<file path="src/sv/assert_macros.svh">
// Assertion macros shared by the signed value to digit writes block.
`ifndef ASSERT_MACROS_SVH
`define ASSERT_MACROS_SVH

// Check that a condition implies a consequence in the same cycle.
`define SVDW_ASSERT_SAME(label, clk, rst_n, cond, cons, msg) \
	label: assert property (@(posedge clk) disable iff (!rst_n) (cond) |-> (cons)) \
		else $error(msg);

// Check that a condition implies a consequence in the next cycle.
`define SVDW_ASSERT_NEXT(label, clk, rst_n, cond, cons, msg) \
	label: assert property (@(posedge clk) disable iff (!rst_n) (cond) |=> (cons)) \
		else $error(msg);

`endif

</file>
<file path="src/sv/svdw_pkg.sv">
// Shared constants and types of the signed value to digit writes block.
package svdw_pkg;

	localparam int VALUE_W            = 16;
	localparam int POS_W              = 3;
	localparam int CODE_W             = 4;
	localparam int DISPLAY_DIGITS_DEF = 4;
	localparam int QUEUE_DEPTH        = 2;

	localparam logic [CODE_W-1:0] MINUS_CODE = 4'd10;

	// Reciprocal of ten: floor(x * 52429 / 2**19) == x / 10 for x below 43699
	localparam logic [16:0] DIV10_MAGIC = 17'd52429;
	localparam int          DIV10_SHIFT = 19;

	// Queue status seen by both sides
	typedef struct packed {
		logic full;
		logic empty;
	} q_stat_t;

endpackage

</file>
<file path="src/sv/svdw_front.sv">
// Front end: accepts a value, splits its magnitude into decimal digit codes.
module svdw_front
	import svdw_pkg::*;
#(
	parameter int DISPLAY_DIGITS = DISPLAY_DIGITS_DEF
) (
	input  logic                                   clk,
	input  logic                                   arst_n,
	input  logic                                   start,
	input  logic signed [VALUE_W-1:0]              value,
	output logic                                   busy,
	input  q_stat_t                                q_stat,
	output logic                                   push,
	output logic [DISPLAY_DIGITS-1:0][CODE_W-1:0]  push_codes
);

	localparam int IW   = $clog2(DISPLAY_DIGITS);
	localparam int KEEP = DISPLAY_DIGITS - 1;

	localparam logic [1:0] F_IDLE = 2'd0;
	localparam logic [1:0] F_CONV = 2'd1;
	localparam logic [1:0] F_PUSH = 2'd2;

	logic [1:0]                             state_q;
	logic [VALUE_W-1:0]                     mag_q;
	logic                                   neg_q;
	logic [IW-1:0]                          cnt_q;
	logic [DISPLAY_DIGITS-1:0][CODE_W-1:0]  codes_q;

	logic                                   accept;
	logic [VALUE_W-1:0]                     value_u;
	logic [VALUE_W-1:0]                     mag_in;
	logic [32:0]                            prod;
	logic [VALUE_W-1:0]                     quot;
	logic [VALUE_W-1:0]                     tens;
	logic [VALUE_W-1:0]                     rem;
	logic                                   conv_last;
	logic [IW-1:0]                          minus_idx;
	logic [DISPLAY_DIGITS-1:0][CODE_W-1:0]  codes_conv;

	assign accept  = start && (state_q == F_IDLE);
	assign busy    = (state_q != F_IDLE);
	assign value_u = $unsigned(value);

	// Take magnitude; the most negative value maps to 16'h8000
	assign mag_in = value_u[VALUE_W-1] ? (~value_u + VALUE_W'(1)) : value_u;

	// Divide by ten through the reciprocal, then form the remainder
	assign prod      = 33'(mag_q) * 33'(DIV10_MAGIC);
	assign quot      = VALUE_W'(prod[32:DIV10_SHIFT]);
	assign tens      = (quot << 3) + (quot << 1);
	assign rem       = mag_q - tens;
	assign conv_last = (quot == '0) || (cnt_q == IW'(KEEP - 1));
	assign minus_idx = IW'({1'b0, cnt_q} + (IW+1)'(1));

	assign push       = (state_q == F_PUSH) && !q_stat.full;
	assign push_codes = codes_q;

	// Merge the new digit and, on the last digit of a negative value, the minus sign
	always_comb begin
		codes_conv        = codes_q;
		codes_conv[cnt_q] = rem[CODE_W-1:0];
		if (conv_last && neg_q) begin
			codes_conv[minus_idx] = MINUS_CODE;
		end
	end

	// Sequence the conversion and the hand-off to the queue
	always_ff @(posedge clk or negedge arst_n) begin
		if (!arst_n) begin
			state_q <= F_IDLE;
			cnt_q   <= '0;
		end else begin
			case (state_q)
				F_IDLE: begin
					if (accept) begin
						state_q <= F_CONV;
						cnt_q   <= '0;
					end
				end
				F_CONV: begin
					if (conv_last) begin
						state_q <= F_PUSH;
					end else begin
						cnt_q <= IW'({1'b0, cnt_q} + (IW+1)'(1));
					end
				end
				F_PUSH: begin
					if (!q_stat.full) begin
						state_q <= F_IDLE;
					end
				end
				default: begin
					state_q <= F_IDLE;
				end
			endcase
		end
	end

	// Hold magnitude, sign and digit codes of the item in flight
	always_ff @(posedge clk) begin
		if (accept) begin
			mag_q   <= mag_in;
			neg_q   <= value_u[VALUE_W-1];
			codes_q <= '0;
		end else if (state_q == F_CONV) begin
			mag_q   <= quot;
			codes_q <= codes_conv;
		end
	end

endmodule

</file>
<file path="src/sv/svdw_queue.sv">
// Short queue of converted digit sets between front and back ends.
module svdw_queue
	import svdw_pkg::*;
#(
	parameter int WIDTH = DISPLAY_DIGITS_DEF * CODE_W,
	parameter int DEPTH = QUEUE_DEPTH
) (
	input  logic             clk,
	input  logic             arst_n,
	input  logic             push,
	input  logic [WIDTH-1:0] wr_data,
	input  logic             pop,
	output logic [WIDTH-1:0] rd_data,
	output q_stat_t          q_stat
);

	localparam int PW = (DEPTH > 1) ? $clog2(DEPTH) : 1;

	logic [WIDTH-1:0] data_q [DEPTH];
	logic [PW-1:0]    wr_ptr_q;
	logic [PW-1:0]    rd_ptr_q;
	logic [PW:0]      count_q;

	assign q_stat.full  = (count_q == (PW+1)'(DEPTH));
	assign q_stat.empty = (count_q == '0);
	assign rd_data      = data_q[rd_ptr_q];

	// Advance pointers and occupancy
	always_ff @(posedge clk or negedge arst_n) begin
		if (!arst_n) begin
			wr_ptr_q <= '0;
			rd_ptr_q <= '0;
			count_q  <= '0;
		end else begin
			if (push) begin
				wr_ptr_q <= (wr_ptr_q == PW'(DEPTH - 1)) ? '0 : wr_ptr_q + PW'(1);
			end
			if (pop) begin
				rd_ptr_q <= (rd_ptr_q == PW'(DEPTH - 1)) ? '0 : rd_ptr_q + PW'(1);
			end
			if (push && !pop) begin
				count_q <= count_q + (PW+1)'(1);
			end else if (pop && !push) begin
				count_q <= count_q - (PW+1)'(1);
			end
		end
	end

	// Store entries
	always_ff @(posedge clk) begin
		if (push) begin
			data_q[wr_ptr_q] <= wr_data;
		end
	end

endmodule

</file>
<file path="src/sv/svdw_back.sv">
// Back end: emits one driver register write per digit position.
module svdw_back
	import svdw_pkg::*;
#(
	parameter int DISPLAY_DIGITS = DISPLAY_DIGITS_DEF
) (
	input  logic                                   clk,
	input  logic                                   arst_n,
	input  q_stat_t                                q_stat,
	input  logic [DISPLAY_DIGITS-1:0][CODE_W-1:0]  pop_codes,
	output logic                                   pop,
	output logic                                   strobe,
	output logic [POS_W-1:0]                       digit_position,
	output logic [CODE_W-1:0]                      digit_code,
	output logic                                   last_write
);

	localparam int IW = $clog2(DISPLAY_DIGITS);

	logic                                   active_q;
	logic [IW-1:0]                          idx_q;
	logic [DISPLAY_DIGITS-1:0][CODE_W-1:0]  cur_q;

	logic          at_last;
	logic [IW:0]   pos_w;

	assign at_last = (idx_q == IW'(DISPLAY_DIGITS - 1));
	assign pop     = !q_stat.empty && (!active_q || at_last);
	assign pos_w   = {1'b0, idx_q} + (IW+1)'(1);

	assign strobe         = active_q;
	assign digit_position = POS_W'(pos_w);
	assign digit_code     = cur_q[idx_q];
	assign last_write     = active_q && at_last;

	// Step through the positions; chain straight into the next queued set
	always_ff @(posedge clk or negedge arst_n) begin
		if (!arst_n) begin
			active_q <= 1'b0;
			idx_q    <= '0;
		end else begin
			if (pop) begin
				active_q <= 1'b1;
				idx_q    <= '0;
			end else if (active_q && at_last) begin
				active_q <= 1'b0;
			end else if (active_q) begin
				idx_q <= IW'(pos_w);
			end
		end
	end

	// Hold the digit set being written
	always_ff @(posedge clk) begin
		if (pop) begin
			cur_q <= pop_codes;
		end
	end

endmodule

</file>
<file path="src/sv/signed_value_to_digit_writes.sv">
// Top level: signed value to display driver digit writes.
//
//  channel   direction  handshake                    payload
//  command   in         start && !busy               value
//  result    out        strobe (one cycle, no stall) digit_position, digit_code, last_write
//
// Busy stays high for one divide-by-ten step per kept digit (one to
// DISPLAY_DIGITS - 1) plus a hand-off that waits while the queue is full,
// then drops in the idle state, where the next value is accepted.
// The back emits DISPLAY_DIGITS writes per value on consecutive cycles, and the
// front can accept and convert the next value while those writes run, as the
// queue holds up to QUEUE_DEPTH converted sets. Reset clears all control state.
`include "assert_macros.svh"

module signed_value_to_digit_writes
	import svdw_pkg::*;
#(
	parameter int DISPLAY_DIGITS = DISPLAY_DIGITS_DEF
) (
	input  logic                      clk,
	input  logic                      arst_n,
	input  logic                      start,
	input  logic signed [VALUE_W-1:0] value,
	output logic                      busy,
	output logic                      strobe,
	output logic [POS_W-1:0]          digit_position,
	output logic [CODE_W-1:0]         digit_code,
	output logic                      last_write
);

	localparam int SET_W = DISPLAY_DIGITS * CODE_W;

	q_stat_t                               q_stat;
	logic                                  q_push;
	logic                                  q_pop;
	logic [DISPLAY_DIGITS-1:0][CODE_W-1:0] wr_codes;
	logic [DISPLAY_DIGITS-1:0][CODE_W-1:0] rd_codes;

	svdw_front #(
		.DISPLAY_DIGITS(DISPLAY_DIGITS)
	) u_front (
		.clk       (clk),
		.arst_n    (arst_n),
		.start     (start),
		.value     (value),
		.busy      (busy),
		.q_stat    (q_stat),
		.push      (q_push),
		.push_codes(wr_codes)
	);

	svdw_queue #(
		.WIDTH(SET_W),
		.DEPTH(QUEUE_DEPTH)
	) u_queue (
		.clk    (clk),
		.arst_n (arst_n),
		.push   (q_push),
		.wr_data(wr_codes),
		.pop    (q_pop),
		.rd_data(rd_codes),
		.q_stat (q_stat)
	);

	svdw_back #(
		.DISPLAY_DIGITS(DISPLAY_DIGITS)
	) u_back (
		.clk           (clk),
		.arst_n        (arst_n),
		.q_stat        (q_stat),
		.pop_codes     (rd_codes),
		.pop           (q_pop),
		.strobe        (strobe),
		.digit_position(digit_position),
		.digit_code    (digit_code),
		.last_write    (last_write)
	);

	// Check front, queue and write sequencer cooperation
	`SVDW_ASSERT_NEXT(a_accept_busy, clk, arst_n, start && !busy, busy, "accepted value did not raise busy")
	`SVDW_ASSERT_SAME(a_no_push_full, clk, arst_n, q_push, !q_stat.full, "push into a full queue")
	`SVDW_ASSERT_NEXT(a_run_unbroken, clk, arst_n, strobe && !last_write, strobe, "write run broke off early")
	`SVDW_ASSERT_NEXT(a_pos_step, clk, arst_n, strobe && !last_write, digit_position == POS_W'($past(digit_position) + 1'b1), "digit position did not step")

endmodule

</file>
<file path="config.mk">
export PLATFORM = sky130hd
export DESIGN_NAME = signed_value_to_digit_writes
export DESIGN_NICKNAME = d
export VERILOG_FILES = /design/src/sv/svdw_pkg.sv /design/src/sv/svdw_front.sv /design/src/sv/svdw_queue.sv /design/src/sv/svdw_back.sv /design/src/sv/signed_value_to_digit_writes.sv
export VERILOG_INCLUDE_DIRS = /design/src /design/src/sv
export SDC_FILE = /design/constraint.sdc
export NUM_CORES = 1
export LEC_CHECK = 0
export ABC_AREA = 1
export ABC_CLOCK_PERIOD_IN_PS = 10200
export BUFFER_PORTS_ARGS = -buffer_cell sky130_fd_sc_hd__buf_2
export CORE_ASPECT_RATIO = 0.8
export CORE_UTILIZATION = 50
export DETAILED_ROUTE_END_ITERATION = 6
export PLACE_DENSITY = 0.73
export SKIP_CTS_REPAIR_TIMING = 1
export SYNTH_ARGS = -nofsm -noshare
export SYNTH_HDL_FRONTEND = slang
export SYNTH_SLANG_ARGS = --single-unit
</file>
<file path="constraint.sdc">
create_clock -name clk -period 10.2 [get_ports clk]
set_input_delay 1.02 -clock clk [delete_from_list [all_inputs] [get_ports clk]]
set_output_delay 1.02 -clock clk [all_outputs]
set_load 0.03 [all_outputs]
</file>
==> run summary <==
- **outcome** finished clean
- **met1 layer wirelength in the final routing** 12400 um
- **number of endpoints failing setup at the final stage** 0
- **category of the worst setup path capture point** flop
- **total die area** 20120 um2
- **proportion of register bits with asynchronous set or reset after synthesis** 11.96%
- **crit path from** u_front.mag_q[4]$_DFFE_PP_
- **area of all sequential standard cells** 2547 um2
- **number of antenna-violating nets in the routed design** 0
- **final hold violation count** 0
- **routed length per placed instance** 15.72 um
- **flip-flop and latch count after synthesis** 92
- **per-instance average area after synthesis** 8.039 um2
- **CP required** 10.44 ns
- **Worst Hold Slack** 0.5053 ns
- **WL met3** 1404 um
- **transition at the pin with the smallest max-transition slack** 0.7405 ns
- **Via-to-Cell Ratio** 4.982
- **HP Class** reg -> reg
- **highest-delay cell along the critical path** sky130_fd_sc_hd__fa_1
- **final setup margin** 3.786 ns
- **final-layout fill cell count** 1760
- **critical path data arrival time** 6.65 ns
- **antenna violations before repair** 0
- **library cell with the highest instance count after synthesis** sky130_fd_sc_hd__nand2_1
- **synth top area cells** sky130_fd_sc_hd__edfxtp_1 20%, sky130_fd_sc_hd__ha_1 18%, sky130_fd_sc_hd__fa_1 16%, sky130_fd_sc_hd__nand2_1 12%, sky130_fd_sc_hd__inv_1 12%
- **initial DRC count** 667
- **via count of the first global-routing pass** 7344
- **area share of the leading cell type in the synthesized netlist** 19.97%
- **sum of negative setup slack** 0 ns
- **source of the worst register-to-register timing path** u_front.mag_q[4]$_DFFE_PP_
- **maximum cell stage delay along the critical path** 0.55 ns
- **die outline width** 158.3 um
- **Peak Freq** 155.9 MHz
- **overall routing resource usage** 25.73%
- **half-perimeter wire length after detailed placement** 20280 um
- **antenna fix cells** 0
- **RSZ-0062 raised after global routing** false
- **post-route minimum period** 6.414 ns
- **effective utilization at floorplan** 51.22%
- **insertion delay of the later-clocked pin in the worst-skew pair** 0.35 ns
- **cell area after synthesis** 9776 um2
- **Max Used Layer** met4
- **maximum number of pins on one net before global-route repair** 36
- **number of warning messages in the yosys log** 0
- **clock sink total** 92
- **routability cong.** 1.009
- **share of final-layout standard cells stronger than drive strength 1** 5.737%
- **EDFF count, synth** 65
- **met2 wire length** 9710 um
- **overall overflow remaining after global route** 0
- **R2R setup slack** 3.79 ns
- **synth cell count leaders** 310 x sky130_fd_sc_hd__nand2_1, 300 x sky130_fd_sc_hd__inv_1, 144 x sky130_fd_sc_hd__ha_1, 82 x sky130_fd_sc_hd__nor2_1, 79 x sky130_fd_sc_hd__fa_1
- **startpoint types** flop
- **number of nets in the synthesized netlist** 1458
- **wire length of the first global-routing pass** 38900 um
- **tightest slew margin relative to the limit** 50.45%
- **I/O Buffers** 28
- **max capacitance violation total** 0
- **worst setup path endpoint** u_front.push_codes[11]$_SDFFE_PP0P_
- **I/O pin count** 29
- **highest fanout seen on the critical path** 6
- **cell count after synthesis** 1216
- **footprint of the multi-input gates** 6046 um2
- **std cell rows** 45
- **sequential-to-total area share from yosys stat** 26.06%
- **post-synth top area cell** sky130_fd_sc_hd__edfxtp_1
- **final critical-path share of the clock period** 62.88%
- **net count of the finished layout** 1492
- **cts bufs inserted** 9
- **H-tree level count** 3
- **Top FF cell, synth** sky130_fd_sc_hd__edfxtp_1
- **max-slew violations** 0
- **clock transition at the register clock pins on the worst setup and hold paths after CTS** 0.07 ns
- **maximum clock insertion buffer count** 2
- **total wirelength of the detailed-routed design** 23780 um
- **Fin Clk Skew** 0.006918 ns
- **worst reg2reg path endpoint** u_front.push_codes[11]$_SDFFE_PP0P_
- **clock tree from TritonCTS** yes
- **worst reg2reg path depth** 29
- **clock tree root buffer cell** sky130_fd_sc_hd__clkbuf_16
- **classification of the worst setup path** reg -> reg
- **detailed-routing iteration count for the pre-antenna-repair pass** 5
- **worst setup timing slack at the placement stage** 3.875 ns
- **post-synthesis cell type count** 35
- **number of remaining DRC errors** 0
- **die outline height** 127.1 um
- **via total after detailed routing** 7538
- **layout overhead on the synthesized area** 8.038%
- **Core Footprint** 19090 um2
==> critical path: cells and delay by family (launching register included) <==
family / cells / cell delay (ns)
AOI/OAI and AO/OA: 3 / 0.55
xor gates and xnor gates: 3 / 0.70
DFF: 1 / 0.51
buffers and inverters: 7 / 0.43
and+or+nand+nor: 8 / 0.70
adders and majority gates: 8 / 3.38
==> worst min-delay path by stage <==
stage / from / endpoint / cells past startpoint
finish: u_front.push_codes[8]$_SDFFE_PP0P_ / u_front.push_codes[8]$_SDFFE_PP0P_ / 2
global route: u_queue.data_q[0][1]$_DFFE_PP_ / u_back.cur_q[1]$_DFFE_PP_ / 2
global placement: u_front.push_codes[10]$_SDFFE_PP0P_ / u_front.push_codes[10]$_SDFFE_PP0P_ / 2
floorplan: u_front.push_codes[11]$_SDFFE_PP0P_ / u_queue.data_q[0][11]$_DFFE_PP_ / 0
detailed placement: u_front.push_codes[10]$_SDFFE_PP0P_ / u_front.push_codes[10]$_SDFFE_PP0P_ / 2
CTS: u_front.push_codes[10]$_SDFFE_PP0P_ / u_front.push_codes[10]$_SDFFE_PP0P_ / 2
==> area by class of cell <==
| cell class | count | share of cell area (%) |
|---|---|---|
| repair buffers | 33 | 1.682 |
| multi-input cells | 809 | 57.24 |
| clock inverters | 7 | 0.9241 |
| clock buffers | 9 | 2.132 |
| well taps | 258 | 3.057 |
| inverters | 305 | 10.84 |
| flip-flops and latches | 92 | 24.12 |
==> kinds of logic (layout without fill, tap and decap cells) <==
logic type	count (synthesis)	after routing	synth area share, %
simple gates	464	464	19.60
buf+inv	315	354	12.10
fa+ha+maj	223	223	34.61
compound gates	97	97	5.401
flops	92	92	26.06
xor+xnor	25	25	2.240
==> layer usage <==
layer	up-vias	global-route usage (%)
li1	3821	-
met1	3484	40.75
met2	212	36.17
met3	21	5.190
met4	0	4.412
met5	-	0
==> metrics by stage <==
step	area, um2	instances	util (%)
6_report	10560	1513	55.33
5_1_grt	10560	1513	55.33
4_1_cts	10560	1513	55.33
3_5_place_dp	10240	1497	53.64
3_3_place_gp	10240	1497	53.64
2_1_floorplan	9776	1216	-
==> cell usage in the layout (no fill, tap or decap), types with 8 or more instances in the layout <==
cell                        netlist  final
sky130_fd_sc_hd__inv_1          300    300
sky130_fd_sc_hd__o211ai_1         8      8
sky130_fd_sc_hd__nand2_1        310    310
sky130_fd_sc_hd__nor2_1          82     82
sky130_fd_sc_hd__nand3_1         35     35
sky130_fd_sc_hd__buf_2            0     28
sky130_fd_sc_hd__clkbuf_16        0      9
sky130_fd_sc_hd__dfxtp_1         16     16
sky130_fd_sc_hd__edfxtp_1        65     65
sky130_fd_sc_hd__xnor2_1          8      8
sky130_fd_sc_hd__a21oi_1         39     39
sky130_fd_sc_hd__dfrtp_1         11     11
sky130_fd_sc_hd__o21ai_0         39     39
sky130_fd_sc_hd__xor2_1          17     17
sky130_fd_sc_hd__ha_1           144    144
sky130_fd_sc_hd__fa_1            79     79
==> sequential cells by signal, indices dropped and copies added, names as in the netlist <==
| signal | flops |
|---|---|
| u_queue.data_q | 32 |
| u_front.state_q | 2 |
| u_front.mag_q | 16 |
| u_back.strobe | 1 |
| u_queue.count_q | 2 |
| u_front.cnt_q | 2 |
| u_front.push_codes | 16 |
| u_queue.rd_ptr_q | 1 |
| u_queue.wr_ptr_q | 1 |
| u_back.cur_q | 16 |
| u_front.neg_q | 1 |
| u_back.idx_q | 2 |
Power is not shown: default switching activity piles up to over one toggle a cycle in this logic, so the estimate is an artifact.
